<file path="src/rtl/det_pkg.sv">
// ----------------------------------------------------------------------------
// det_pkg: shared types and constants of the digit-entry time setter
// Command codes, entry phases, reply codes and the record of one result.
// ----------------------------------------------------------------------------
package det_pkg;

	localparam int TIMEOUT_W      = 16;
	localparam int TICK_WIDTH_DEF = 16;
	localparam int ENTRY_DIGITS   = 4;
	localparam int DIGIT_IDX_W    = $clog2(ENTRY_DIGITS);

	localparam logic [TIMEOUT_W-1:0] TIMEOUT_RESET = 16'd8000;

	localparam logic [7:0] HOUR_LIMIT  = 8'd24;
	localparam logic [7:0] MINUTE_LIMIT = 8'd60;
	localparam logic [7:0] CDOWN_MAX   = 8'd99;

	localparam logic [2:0] CMD_TICK        = 3'd0;
	localparam logic [2:0] CMD_START_ALARM = 3'd1;
	localparam logic [2:0] CMD_START_CDOWN = 3'd2;
	localparam logic [2:0] CMD_DIGIT       = 3'd3;
	localparam logic [2:0] CMD_ABORT       = 3'd4;

	localparam logic [2:0] RC_NONE     = 3'd0;
	localparam logic [2:0] RC_SLOT_OK  = 3'd1;
	localparam logic [2:0] RC_SLOT_BAD = 3'd2;
	localparam logic [2:0] RC_ALARM_OK = 3'd3;
	localparam logic [2:0] RC_ALARM_BAD = 3'd4;
	localparam logic [2:0] RC_CDOWN_OK = 3'd5;
	localparam logic [2:0] RC_CDOWN_BAD = 3'd6;
	localparam logic [2:0] RC_TIMEOUT  = 3'd7;

	localparam logic [1:0] MODE_KEEP       = 2'd0;
	localparam logic [1:0] MODE_SHOW_ALARM = 2'd1;
	localparam logic [1:0] MODE_CDOWN      = 2'd2;

	typedef enum logic [1:0] {
		PH_IDLE  = 2'd0,
		PH_SLOT  = 2'd1,
		PH_ALARM = 2'd2,
		PH_CDOWN = 2'd3
	} phase_t;

	typedef struct packed {
		phase_t     phase;
		logic [2:0] count;
		logic [1:0] slot;
	} entry_t;

	typedef struct packed {
		logic        beep;
		logic [2:0]  reply_code;
		logic [7:0]  reply_first;
		logic [5:0]  reply_second;
		logic [1:0]  mode_select;
		logic        alarm_write;
		logic [1:0]  alarm_slot;
		logic [4:0]  alarm_hour;
		logic [5:0]  alarm_minute;
		logic        countdown_write;
		logic [12:0] countdown_seconds;
		logic        busy_res;
	} result_t;

endpackage

</file>
<file path="src/rtl/det_step.sv">
// ----------------------------------------------------------------------------
// det_step: decode of one command
// Computes the next entry state and the result record from the current state.
// ----------------------------------------------------------------------------
module det_step #(
	parameter int TICK_WIDTH = det_pkg::TICK_WIDTH_DEF
) (
	input  logic [2:0]                     cmd,
	input  logic [3:0]                     digit,
	input  det_pkg::entry_t                cur,
	input  logic [TICK_WIDTH-1:0]          quiet,
	input  logic [det_pkg::TIMEOUT_W-1:0]  timeout,
	input  logic [3:0]                     store0,
	input  logic [3:0]                     store1,
	input  logic [3:0]                     store2,
	output det_pkg::entry_t                nxt,
	output logic [TICK_WIDTH-1:0]          quiet_nxt,
	output logic                           store_we,
	output det_pkg::result_t               res
);
	import det_pkg::*;

	localparam int CMP_W = (TICK_WIDTH > TIMEOUT_W) ? TICK_WIDTH : TIMEOUT_W;

	logic [TICK_WIDTH-1:0] quiet_inc;
	logic                  timeout_hit;
	logic [2:0]            new_count;
	logic                  eval_alarm;
	logic                  eval_cdown;
	logic                  slot_ok;
	logic [7:0]            hh;
	logic [7:0]            mm_a;
	logic [7:0]            mm_c;
	logic                  alarm_ok;
	logic                  cdown_ok;

	assign quiet_inc   = (quiet == '1) ? quiet : quiet + 1'b1;
	assign timeout_hit = CMP_W'(quiet_inc) > CMP_W'(timeout);
	assign new_count   = cur.count + 3'd1;
	assign eval_alarm  = (cur.phase == PH_ALARM) && (new_count == 3'd4);
	assign eval_cdown  = (cur.phase == PH_CDOWN) && (new_count == 3'd2);
	assign slot_ok     = (digit >= 4'd1) && (digit <= 4'd3);
	assign hh          = 8'(store0) * 8'd10 + 8'(store1);
	assign mm_a        = 8'(store2) * 8'd10 + 8'(digit);
	assign mm_c        = 8'(store0) * 8'd10 + 8'(digit);
	assign alarm_ok    = (hh < HOUR_LIMIT) && (mm_a < MINUTE_LIMIT);
	assign cdown_ok    = (mm_c != 8'd0) && (mm_c <= CDOWN_MAX);

	always_comb begin
		nxt       = cur;
		quiet_nxt = quiet;
		store_we  = 1'b0;
		case (cmd)
			CMD_TICK: begin
				if (cur.phase != PH_IDLE) begin
					quiet_nxt = quiet_inc;
					if (timeout_hit) begin
						nxt.phase = PH_IDLE;
						nxt.count = 3'd0;
						quiet_nxt = '0;
					end
				end
			end
			CMD_START_ALARM: begin
				nxt.phase = PH_SLOT;
				quiet_nxt = '0;
			end
			CMD_START_CDOWN: begin
				nxt.phase = PH_CDOWN;
				nxt.count = 3'd0;
				quiet_nxt = '0;
			end
			CMD_DIGIT: begin
				if (cur.phase != PH_IDLE) begin
					quiet_nxt = '0;
					if (cur.phase == PH_SLOT) begin
						if (slot_ok) begin
							nxt.slot  = 2'(digit - 4'd1);
							nxt.phase = PH_ALARM;
							nxt.count = 3'd0;
						end
					end else begin
						store_we  = 1'b1;
						nxt.count = new_count;
						if (eval_alarm || eval_cdown) begin
							nxt.phase = PH_IDLE;
							nxt.count = 3'd0;
						end
					end
				end
			end
			CMD_ABORT: begin
				nxt.phase = PH_IDLE;
				nxt.count = 3'd0;
				quiet_nxt = '0;
			end
			default: begin
			end
		endcase
	end

	always_comb begin
		res = '0;
		case (cmd)
			CMD_TICK: begin
				if ((cur.phase != PH_IDLE) && timeout_hit) begin
					res.reply_code = RC_TIMEOUT;
				end
			end
			CMD_START_CDOWN: begin
				res.mode_select = MODE_CDOWN;
			end
			CMD_DIGIT: begin
				if (cur.phase != PH_IDLE) begin
					res.beep = 1'b1;
					if (cur.phase == PH_SLOT) begin
						if (slot_ok) begin
							res.reply_code  = RC_SLOT_OK;
							res.reply_first = 8'(digit);
							res.mode_select = MODE_SHOW_ALARM;
						end else begin
							res.reply_code = RC_SLOT_BAD;
						end
					end else if (eval_alarm) begin
						if (alarm_ok) begin
							res.reply_code   = RC_ALARM_OK;
							res.reply_first  = hh;
							res.reply_second = 6'(mm_a);
							res.mode_select  = MODE_SHOW_ALARM;
							res.alarm_write  = 1'b1;
							res.alarm_slot   = cur.slot;
							res.alarm_hour   = 5'(hh);
							res.alarm_minute = 6'(mm_a);
						end else begin
							res.reply_code = RC_ALARM_BAD;
						end
					end else if (eval_cdown) begin
						if (cdown_ok) begin
							res.reply_code        = RC_CDOWN_OK;
							res.reply_first       = mm_c;
							res.mode_select       = MODE_CDOWN;
							res.countdown_write   = 1'b1;
							res.countdown_seconds = 13'(mm_c) * 13'd60;
						end else begin
							res.reply_code = RC_CDOWN_BAD;
						end
					end
				end
			end
			default: begin
			end
		endcase
		res.busy_res = (nxt.phase != PH_IDLE);
	end

endmodule

</file>
<file path="src/rtl/digit_entry_time_setter.sv">
// ----------------------------------------------------------------------------
// digit_entry_time_setter: digit-entry controller for alarm and countdown
// Takes tick, start, digit and abort commands and gives one reply for each.
// ----------------------------------------------------------------------------
//  channel  | direction | tdata bits (lowest first)
//  s_axis   | in        | cmd[2:0], digit[6:3], zero pad [7]
//  m_axis   | out       | 49 result bits, zero pad [55:49]
//  cfg      | in        | timeout_ticks[15:0]
//
// Every command gives exactly one result, registered as it leaves the input
// register; a new command can be taken in every cycle unless the output stalls.
// The command is decoded between the input register and the result register.
// Reset clears the entry state and loads timeout_ticks with 8000.
// A stalled result is held while the input register still takes one command.
// ----------------------------------------------------------------------------
module digit_entry_time_setter #(
	parameter int TICK_WIDTH = det_pkg::TICK_WIDTH_DEF
) (
	input  logic        clk,
	input  logic        arst_n,
	input  logic        s_axis_tvalid,
	output logic        s_axis_tready,
	input  logic [7:0]  s_axis_tdata,   // cmd[2:0], digit[6:3]
	output logic        m_axis_tvalid,
	input  logic        m_axis_tready,
	// beep[0], reply_code[3:1], reply_first[11:4], reply_second[17:12],
	// mode_select[19:18], alarm_write[20], alarm_slot[22:21],
	// alarm_hour[27:23], alarm_minute[33:28], countdown_write[34],
	// countdown_seconds[47:35], busy_res[48]
	output logic [55:0] m_axis_tdata,
	input  logic        cfg_valid,
	output logic        cfg_ready,
	input  logic [det_pkg::TIMEOUT_W-1:0] cfg_data
);
	import det_pkg::*;

	logic [TIMEOUT_W-1:0]  timeout_q;
	logic                  s1_valid_q;
	logic [2:0]            cmd_s1;
	logic [3:0]            digit_s1;
	entry_t                entry_q;
	entry_t                entry_nxt;
	logic [TICK_WIDTH-1:0] quiet_q;
	logic [TICK_WIDTH-1:0] quiet_nxt;
	logic [3:0]            store_q [ENTRY_DIGITS];
	logic                  store_we;
	result_t               res;
	result_t               res_q;
	logic                  out_valid_q;
	logic                  advance;
	logic                  accept;

	assign cfg_ready     = 1'b1;
	assign advance       = s1_valid_q && (!out_valid_q || m_axis_tready);
	assign s_axis_tready = !s1_valid_q || advance;
	assign accept        = s_axis_tvalid && s_axis_tready;
	assign m_axis_tvalid = out_valid_q;

	det_step #(
		.TICK_WIDTH(TICK_WIDTH)
	) u_step (
		.cmd      (cmd_s1),
		.digit    (digit_s1),
		.cur      (entry_q),
		.quiet    (quiet_q),
		.timeout  (timeout_q),
		.store0   (store_q[0]),
		.store1   (store_q[1]),
		.store2   (store_q[2]),
		.nxt      (entry_nxt),
		.quiet_nxt(quiet_nxt),
		.store_we (store_we),
		.res      (res)
	);

	always_ff @(posedge clk or negedge arst_n) begin
		if (!arst_n) begin
			timeout_q <= TIMEOUT_RESET;
		end else if (cfg_valid && cfg_ready) begin
			timeout_q <= cfg_data;
		end
	end

	always_ff @(posedge clk or negedge arst_n) begin
		if (!arst_n) begin
			s1_valid_q <= 1'b0;
		end else if (accept) begin
			s1_valid_q <= 1'b1;
		end else if (advance) begin
			s1_valid_q <= 1'b0;
		end
	end

	always_ff @(posedge clk) begin
		if (accept) begin
			cmd_s1   <= s_axis_tdata[2:0];
			digit_s1 <= s_axis_tdata[6:3];
		end
	end

	always_ff @(posedge clk or negedge arst_n) begin
		if (!arst_n) begin
			entry_q <= '{phase: PH_IDLE, count: 3'd0, slot: 2'd0};
			quiet_q <= '0;
		end else if (advance) begin
			entry_q <= entry_nxt;
			quiet_q <= quiet_nxt;
		end
	end

	always_ff @(posedge clk) begin
		if (advance && store_we) begin
			store_q[entry_q.count[DIGIT_IDX_W-1:0]] <= digit_s1;
		end
	end

	always_ff @(posedge clk or negedge arst_n) begin
		if (!arst_n) begin
			out_valid_q <= 1'b0;
		end else if (advance) begin
			out_valid_q <= 1'b1;
		end else if (m_axis_tready) begin
			out_valid_q <= 1'b0;
		end
	end

	always_ff @(posedge clk) begin
		if (advance) begin
			res_q <= res;
		end
	end

	assign m_axis_tdata = {
		7'd0,
		res_q.busy_res,
		res_q.countdown_seconds,
		res_q.countdown_write,
		res_q.alarm_minute,
		res_q.alarm_hour,
		res_q.alarm_slot,
		res_q.alarm_write,
		res_q.mode_select,
		res_q.reply_second,
		res_q.reply_first,
		res_q.reply_code,
		res_q.beep
	};

	a_idle_quiet: assert property (@(posedge clk) disable iff (!arst_n)
		entry_q.phase == PH_IDLE |-> quiet_q == '0)
		else $error("quiet counter runs while no entry is open");

	a_result_moves: assert property (@(posedge clk) disable iff (!arst_n)
		s1_valid_q && !out_valid_q |=> out_valid_q)
		else $error("command in input register did not reach the output");

	a_alarm_write: assert property (@(posedge clk) disable iff (!arst_n)
		out_valid_q && res_q.alarm_write |-> res_q.reply_code == RC_ALARM_OK
			&& !res_q.busy_res)
		else $error("alarm write without alarm set reply");

	a_cdown_write: assert property (@(posedge clk) disable iff (!arst_n)
		out_valid_q && res_q.countdown_write |-> res_q.countdown_seconds != 13'd0
			&& res_q.reply_code == RC_CDOWN_OK)
		else $error("countdown write with empty length");

endmodule
</file>
<file path="config.mk">
export PLATFORM = sky130hd
export DESIGN_NAME = digit_entry_time_setter
export DESIGN_NICKNAME = d
export VERILOG_FILES = /design/src/rtl/det_pkg.sv /design/src/rtl/det_step.sv /design/src/rtl/digit_entry_time_setter.sv
export SDC_FILE = /design/constraint.sdc
export NUM_CORES = 1
export LEC_CHECK = 0
export BUFFER_PORTS_ARGS = -buffer_cell sky130_fd_sc_hd__buf_2
export CELL_PAD_IN_SITES_DETAIL_PLACEMENT = 1
export CELL_PAD_IN_SITES_GLOBAL_PLACEMENT = 1
export CORE_MARGIN = 2
export CORE_UTILIZATION = 45
export CTS_CLUSTER_DIAMETER = 200
export DETAILED_ROUTE_END_ITERATION = 8
export GPL_ROUTABILITY_DRIVEN = 0
export PLACE_DENSITY = 0.85
export SLEW_MARGIN = 0
export SYNTH_ARGS = -nofsm -noshare
export SYNTH_HDL_FRONTEND = slang
export SYNTH_SLANG_ARGS = --single-unit
</file>
<file path="constraint.sdc">
create_clock -name clk -period 4.88 [get_ports clk]
set_input_delay 0.732 -clock clk [delete_from_list [all_inputs] [get_ports clk]]
set_output_delay 0.732 -clock clk [all_outputs]
set_load 0.05 [all_outputs]
</file>
After elaboration in Yosys (flattened, before gate mapping)
Memory sizes are Yosys's and may differ from the RTL's. Index checks and enable logic that the tools add are counted.

Multiply operators: 3. Bitwise operators: 6. Eq/ne operators: 14. $lt $le $gt $ge: 6. Reductions and logical operators: 32. Add/sub/neg operators: 6. Muxes and demuxes: 48.

Operator list (number): $mux W16 (4); $mux W14 (4); $mux W48 (1); $pmux W16 S3 (1); $mux W11 (3); $mux W30 (1); $mux W28 (1); $add A8 B4 Y8 (3); $mux W5 (4); $add A16 B1 Y16 const B (1); $eq A16 B16 Y1 const B (1); $gt A16 B16 Y1 (1); $mul A4 B3 Y7 const B (2); $mux W2 (7); $mux W7 (2); $mux W6 (2); $mul A8 B4 Y11 const B (1); $mux W1 (10); $pmux W2 S5 (1); $reduce_or A5 Y1 (2); $eq A3 B2 Y1 const B (3); $logic_and A1 B1 Y1 (9); $pmux W3 S3 (1); $le A8 B7 Y1 const B (1); other kinds (32) (49).

Memories: 1. Word-level logic and storage cells: 137. Bits in registers: 91. Input bits: 29. Bits in writable memories: 16. Output and inout bits: 59.

Memory list: store_q (depth 4, bits a word 4, rd ports 3, clocked after Yosys merged registers in 0, write ports 1, RTL line digit_entry_time_setter.sv:45) `logic [3:0] store_q [ENTRY_DIGITS];`.

Logic depth before layout (Yosys ltp)
Gate-level depths: netlist of the first run. An unclocked memory read counts as a cell.

Depth in word-level cells: 11. Gate-level depth with buffers: 17. Gate-level depth less buffers: 16.

Modules after synthesis
A second synthesis of the first run with hierarchy kept.

Cells, all modules: 641. Area total of the unflattened synthesis: 7031.7 µm².

Modules (own cells, without submodules): digit_entry_time_setter (sequential area each 3075.4 µm², area an instance 3768.6 µm², instances 1, cells an instance 173); det_step (sequential area each 0.0 µm², area an instance 3263.1 µm², instances 1, cells an instance 468).

Least setup slack after synthesis of the first run
No wires, ideal clock.

Path kind: register -> register. From: memory store_q[0][3]. To: register res_q (netlist bit m_axis_tdata[46]) (data pin). Stages on the path, launching flop included: 14. Path buffers: 0. Slack: 0.438 ns. Data arrival time: 4.186 ns. Required time: 4.623 ns. Library setup time: 0.257 ns. Period minus slack after synthesis: 4.442 ns. Cell sequence: edfxtp_1 -> ha_1 -> ha_1 -> fa_1 -> xnor2_1 -> fa_1 -> fa_1 -> inv_1 -> ha_1 -> nand2_1 -> o21ai_0 -> o41ai_1 -> xnor2_1 -> nor2_1.

RTL lines: start: declaration (RTL line digit_entry_time_setter.sv:45); end signal: assignment (RTL line digit_entry_time_setter.sv:129) `res_q <= res;`; end: declaration (RTL line digit_entry_time_setter.sv:48) `result_t res_q;`.

==> run_results.csv, run 1 <==
group,metric,value,unit
timing,drv_slew,0,
synth,synthArstFlopShare,0.406,
min_path,hold_path_class,"in -> async",
routing,wirelength,15500,um
timing,max_freq,219,MHz
synth,yosysWarnings,0,
clocking,cts_tree,"built",
cells_and_area,finalNetCount,798,
die,die_h,123,um
worst_setup_path,slowest_delay,0.64,ns
clocking,cts_buffers,9,
clocking,clkTransAtPathRegs,0.07,ns
clocking,clock_latency,0.36,ns
clocking,clock_path_buffers,2,
routing,drt_pre_antenna_iters,4,
synth,synthTopCellsByArea,"edfxtp_1 (28%), dfrtp_1 (14%), ha_1 (12%)",
cells_and_area,multiInputGateArea,3210,um2
global_route,grt_max_degree,47,
clocking,cts_hold_buffers,0,
synth,synth_flop_cell,"edfxtp_1",
die,initial_utilization,0.461,
die,ioPinCount,88,
cells_and_area,drive_above_1_share,0.174,
routing,drtIter0Drc,291,
timing,setup_violations,0,
timing,rsz0062_at_grt,"no",
die,die_w,123,um
worst_setup_path,critical_path_required,5.00,ns
placed_design,dp_hpwl,11800,um
cells_and_area,fillers,1569,
routing,wire_per_inst,17.7,um
worst_setup_path,arrival,4.69,ns
synth,synthTopCellsByCount,"ha_1 (61), edfxtp_1 (60), inv_1 (56), nand2_1 (56), nor2_1 (42)",
global_route,overflow,0,
placed_design,dpl.cell_count,859,
cells_and_area,regArea,2840,um2
routing,drt.antenna.violating_nets,0,
clocking,clockRootBuffer,"clkbuf_16",
worst_setup_path,crit_chain,"ha_1, ha_1, fa_1, nand2_1, nor2_1, xnor2_1, buf_4, inv_1, fa_1, inv_1, ha_1, ha_1, o41ai_1, xnor2_1, nor2_1",
worst_setup_path,critPathMaxFanout,5,
routing,vias,4822,
synth,synth-seq-area-share,0.443,
global_route,antenna_found_initial,0,
timing,fin_crit,4.57,ns
power,p_total,2.34,mW
worst_setup_path,startpoint_type,"flop",
timing,finalCritPeriodShare,0.936,
synth,ys_ff_latch,101,
power,power_density,324,nW/um2
power,vdd_drop_max,0.150,mV
synth,avgSynthCellArea,10.4,um2
synth,syn-cell-area,6400,um2
worst_setup_path,endpoint_kind,"flop",
cells_and_area,area_growth,13.2,%
placed_design,port-buffer-count,76,
synth,yosys.area.top_type,"edfxtp_1",
clocking,cts_max_level,3,
global_route,grt_pass1_vias,5224,
clocking,cts_sinks,101,
worst_setup_path,crit_top_cell,"ha_1",
synth,synth_edf_count,60,
cells_and_area,diodes,0,
outcome,status,"completed",
routing,vias_per_cell,5.51,
worst_setup_path,crit_slowest_cell,"fa_1",
synth,synth.most_common_cell,"ha_1",
die,rows,43,
routing,drc,0,
global_route,grt_pass1_wl,25400,um
synth,ys_types,58,
synth,syn_inst,615,
timing,timing.final.hold_violations,0,
timing,setup_tns,0,ns
power,p_leak,3.27,nW
worst_setup_path,critPathKind,"reg -> reg",
die,die-area,15200,um2
global_route,grtUsageTotal,0.218,
run,drv_cap,0,
timing,max-slew-margin-rel,0.382,
die,core_area,13900,um2
timing,tightestPinTransition,0.927,ns
synth,yosys.area.top_type_share,0.282,
timing,clock_skew,0.00933,ns
cells_and_area,stdcell_count,875,
[cell type report]
type | instances | area share
clock inverter | 7 | 0.00778
multi-input combinational | 432 | 0.443
tap | 180 | 0.0311
timing repair buffer | 89 | 0.0660
sequential | 101 | 0.392
inverter | 57 | 0.0296
clock buffer | 9 | 0.0311
[power breakdown]
| part | switching (mW) | internal, mW | leakage (nW) | total [mW] |
|---|---|---|---|---|
| combinational | 0.415 | 0.215 | 2.04 | 0.630 |
| clock | 0.346 | 0.354 | 0.139 | 0.700 |
| sequential | 0.0472 | 0.966 | 1.10 | 1.01 |
[critical path: cells and delay by family (launching register included)]
| kind | cells | cell delay, ns |
|---|---|---|
| compound gates | 1 | 0.48 |
| flops | 1 | 0.50 |
| buf+inv | 3 | 0.37 |
| xor+xnor | 2 | 0.36 |
| simple gates | 3 | 0.31 |
| fa+ha+maj | 6 | 2.31 |
[cell usage in the layout (no fill, tap or decap), types with 18 or more instances in the layout]
cell type | netlist | layout
xnor2_1 | 21 | 20
ha_1 | 61 | 61
buf_2 | 2 | 76
o21ai_0 | 34 | 34
nand2_1 | 56 | 56
dfrtp_1 | 35 | 35
a21oi_1 | 29 | 28
nor2_1 | 42 | 42
inv_1 | 56 | 55
edfxtp_1 | 60 | 60
fa_1 | 18 | 18
[path summary, 6_finish.rpt]
kind	slack, ns	from	end	depth (start not counted)
worst max-delay path	0.31	store_q[0][1]	m_axis_tdata[46]	15
worst min-delay path	0.51	arst_n	timeout_q[15]	1
worst max register to register	0.31	store_q[0][1]	m_axis_tdata[46]	15
worst min register to register	0.51	s1_valid_q	m_axis_tvalid	1
max in group asynchronous	3.79	arst_n	timeout_q[7]	1
min in group clk	0.51	s1_valid_q	m_axis_tvalid	1
[registers in the layout, indices dropped and copies added, names as in the netlist]
name           count
timeout_q         16
cmd_s1             3
m_axis_tvalid      1
digit_s1           4
store_q           12
quiet_q           16
entry_q            7
m_axis_tdata      41
s1_valid_q         1
[what timing repair did]
item	in CTS	in global routing
setup buffers	0	0
endpoints found under the setup margin	0	1
resized for setup	0	3
[metal layers]
metal	GRT usage	wire, um
met5	0	0
met4	0.103	412
met3	0.0291	572
met2	0.388	8120
met1	0.259	6360
[metrics by stage]
step	hold WS (ns)	setup slack (ns)	cell area, um2	util
detailed placement	0.491	0.224	6940	0.500
global route	0.537	0.0634	7240	0.522
finish	0.508	0.311	7240	0.522
CTS	0.503	0.0913	7220	0.520
floorplan	0.436	0.438	6430	-
global placement	0.470	0.414	6940	0.500
[kinds of logic after synthesis]
kind of cell | count (synthesis) | synth area share
mux | 6 | 0.00978
other cells | 2 | 0.00117
flops | 101 | 0.443
xor+xnor | 30 | 0.0423
simple gates | 182 | 0.139
fa+ha+maj | 79 | 0.176
compound gates | 125 | 0.125
buf+inv | 90 | 0.0632
(Power assumes the default switching activity.)
==> inputs of run 2 (changes only) <==
--- a/config.mk
+++ b/config.mk
@@ -7,13 +7,13 @@
 export LEC_CHECK = 0
 export BUFFER_PORTS_ARGS = -buffer_cell sky130_fd_sc_hd__buf_2
 export CELL_PAD_IN_SITES_DETAIL_PLACEMENT = 1
-export CELL_PAD_IN_SITES_GLOBAL_PLACEMENT = 1
+export CELL_PAD_IN_SITES_GLOBAL_PLACEMENT = 2
 export CORE_MARGIN = 2
-export CORE_UTILIZATION = 45
+export CORE_UTILIZATION = 38
 export CTS_CLUSTER_DIAMETER = 200
 export DETAILED_ROUTE_END_ITERATION = 8
 export GPL_ROUTABILITY_DRIVEN = 0
-export PLACE_DENSITY = 0.85
+export PLACE_DENSITY = 0.86
 export SLEW_MARGIN = 0
 export SYNTH_ARGS = -nofsm -noshare
 export SYNTH_HDL_FRONTEND = slang
==> run 2 against run 1 <==
  * Register-to-register slack about the same
  * Sequential share of layout area down 0.24 points
  * Routed wire length down 5.3%
  * Clock power up 4.4%
  * Clock skew down 0.0013 ns
  * Global-route usage down 4.6 points
  * Power up 0.25%
  * Worst setup slack worse by 0.010 ns
  * Final cell count up 4.1%
  * First-iteration DRC count down 14%
==> run_results.csv, run 2 (synthesis results as in run 1) <==
group,metric,value,unit
cells_and_area,finalNetCount,795,
global_route,overflow,0,
worst_setup_path,critPathMaxFanout,6,
die,ioPinCount,88,
routing,vias_per_cell,5.13,
clocking,clock_path_buffers,2,
cells_and_area,drive_above_1_share,0.169,
worst_setup_path,slowest_delay,0.59,ns
global_route,grt_pass1_wl,24300,um
power,vdd_drop_max,0.164,mV
timing,finalCritPeriodShare,0.938,
clocking,cts_max_level,3,
timing,max-slew-margin-rel,0.367,
worst_setup_path,endpoint_kind,"flop",
clocking,cts_hold_buffers,0,
timing,fin_ws,0.300,ns
worst_setup_path,reg2reg_to,"m_axis_tdata[47]",
power,p_leak,3.27,nW
cells_and_area,diodes,0,
placed_design,dp_hpwl,11400,um
routing,vias,4674,
clocking,clock_latency,0.36,ns
placed_design,place_ws,0.162,ns
cells_and_area,largest_register_ffs,41,
die,core_area,16500,um2
cells_and_area,final_common_cell,"buf_2",
worst_setup_path,r2r-start,"store_q[0][0]",
cells_and_area,design_area,7280,um2
routing,wirelength,14600,um
die,initial_utilization,0.387,
worst_setup_path,critical_path_required,4.99,ns
timing,tightestPinTransition,0.950,ns
worst_setup_path,crit_top_cell,"ha_1",
cells_and_area,fillers,1889,
power,power_density,322,nW/um2
worst_setup_path,reg2regPathDepth,14,
timing,timing.final.hold_violations,0,
worst_setup_path,critPathKind,"reg -> reg",
min_path,hold_path_class,"reg -> reg",
timing,setup_tns,0,ns
die,die_w,134,um
outcome,status,"completed",
worst_setup_path,arrival,4.69,ns
run,drv_cap,0,
worst_setup_path,rrSetupSlack,0.30,ns
routing,drt.antenna.violating_nets,0,
clocking,cts_sinks,101,
clocking,cts_tree,"built",
worst_setup_path,crit_chain,"ha_1, ha_1, a21oi_2, xnor2_1, inv_1, fa_1, fa_1, inv_1, ha_1, a21oi_1, o21ai_0, o41ai_1, xnor2_1, nor2_1",
cells_and_area,post-route-util,0.441,
worst_setup_path,crit_end,"m_axis_tdata[47]",
routing,drc,0,
global_route,antenna_found_initial,0,
worst_setup_path,crit_slowest_cell,"fa_1",
clocking,cts_buffers,9,
die,die-area,17900,um2
die,rows,47,
timing,max_freq,218,MHz
placed_design,port-buffer-count,76,
timing,rsz0062_at_grt,"no",
power,p_total,2.35,mW
clocking,ctsResizeCount,0,
worst_setup_path,cp-startpoint,"store_q[0][0]",
timing,setup_violations,0,
die,die_h,134,um
timing,fin_crit,4.58,ns
placed_design,placed_cell_area,6970,um2
global_route,grtUsageTotal,0.171,
worst_setup_path,startpoint_type,"flop",
global_route,grt_max_degree,47,
cells_and_area,layout_common_cells,"buf_2 (76), ha_1 (61), edfxtp_1 (60)",
clocking,clkTransAtPathRegs,0.07,ns
routing,drt_pre_antenna_iters,4,
cells_and_area,area_growth,13.9,%
timing,clock_skew,0.00800,ns
routing,wire_per_inst,16.1,um
clocking,clockRootBuffer,"clkbuf_16",
global_route,grt_pass1_vias,4947,
clocking,postCtsSetupRepairBufs,0,
routing,drtIter0Drc,249,
timing,drv_slew,0,
[run 2: final cells by class]
class	instances	area, um2	area share
timing repair buffer	86	455	0.0625
tap	220	275	0.0378
clock buffer	9	225	0.0309
multi-input combinational	432	3210	0.440
sequential	101	2840	0.389
clock inverter	6	73.8	0.0101
inverter	57	214	0.0294
[run 2: per-stage QoR]
step                instances  hold slack [ns]
finish                    911            0.498
global route              911            0.528
CTS                       911            0.508
detailed placement        896            0.489
global placement          896            0.474
floorplan                 623            0.436
[run 2: critical path: cells and delay by family, from the launching register on]
kind / cells / cell delay [ns]
AO/OA/AOI/OAI: 4 / 1.01
XOR/XNOR: 2 / 0.37
adder cells (fa/ha/maj): 5 / 2.16
buffers and inverters: 2 / 0.29
flip-flops: 1 / 0.44
AND/OR/NAND/NOR: 1 / 0.05
[run 2: routing by layer]
| layer | part of all wire | vias up | global-route usage | wire length (um) |
|---|---|---|---|---|
| li1 | - | 2282 | - | - |
| met1 | 0.44 | 2283 | 0.205 | 6380 |
| met2 | 0.52 | 90 | 0.317 | 7570 |
| met3 | 0.032 | 19 | 0.0240 | 476 |
| met4 | 0.016 | 0 | 0.0526 | 230 |
| met5 | 0 | - | 0 | 0 |
[run 2: worst min path at each step]
stage                     from            end  slack (ns)  cells after the start
CTS                 s1_valid_q  m_axis_tvalid        0.51                      1
detailed placement  s1_valid_q  m_axis_tvalid        0.49                      1
floorplan               arst_n     entry_q[0]        0.44                      0
finish              s1_valid_q  m_axis_tvalid        0.50                      1
global placement    s1_valid_q  m_axis_tvalid        0.47                      1
global route        s1_valid_q  m_axis_tvalid        0.53                      1
[run 2: power breakdown]
group	leakage [nW]	total (mW)	switching, mW	internal [mW]
clock	0.146	0.731	0.331	0.400
sequential	1.10	1.01	0.0465	0.966
combinational	2.02	0.605	0.395	0.211
total	3.27	2.35	0.772	1.58
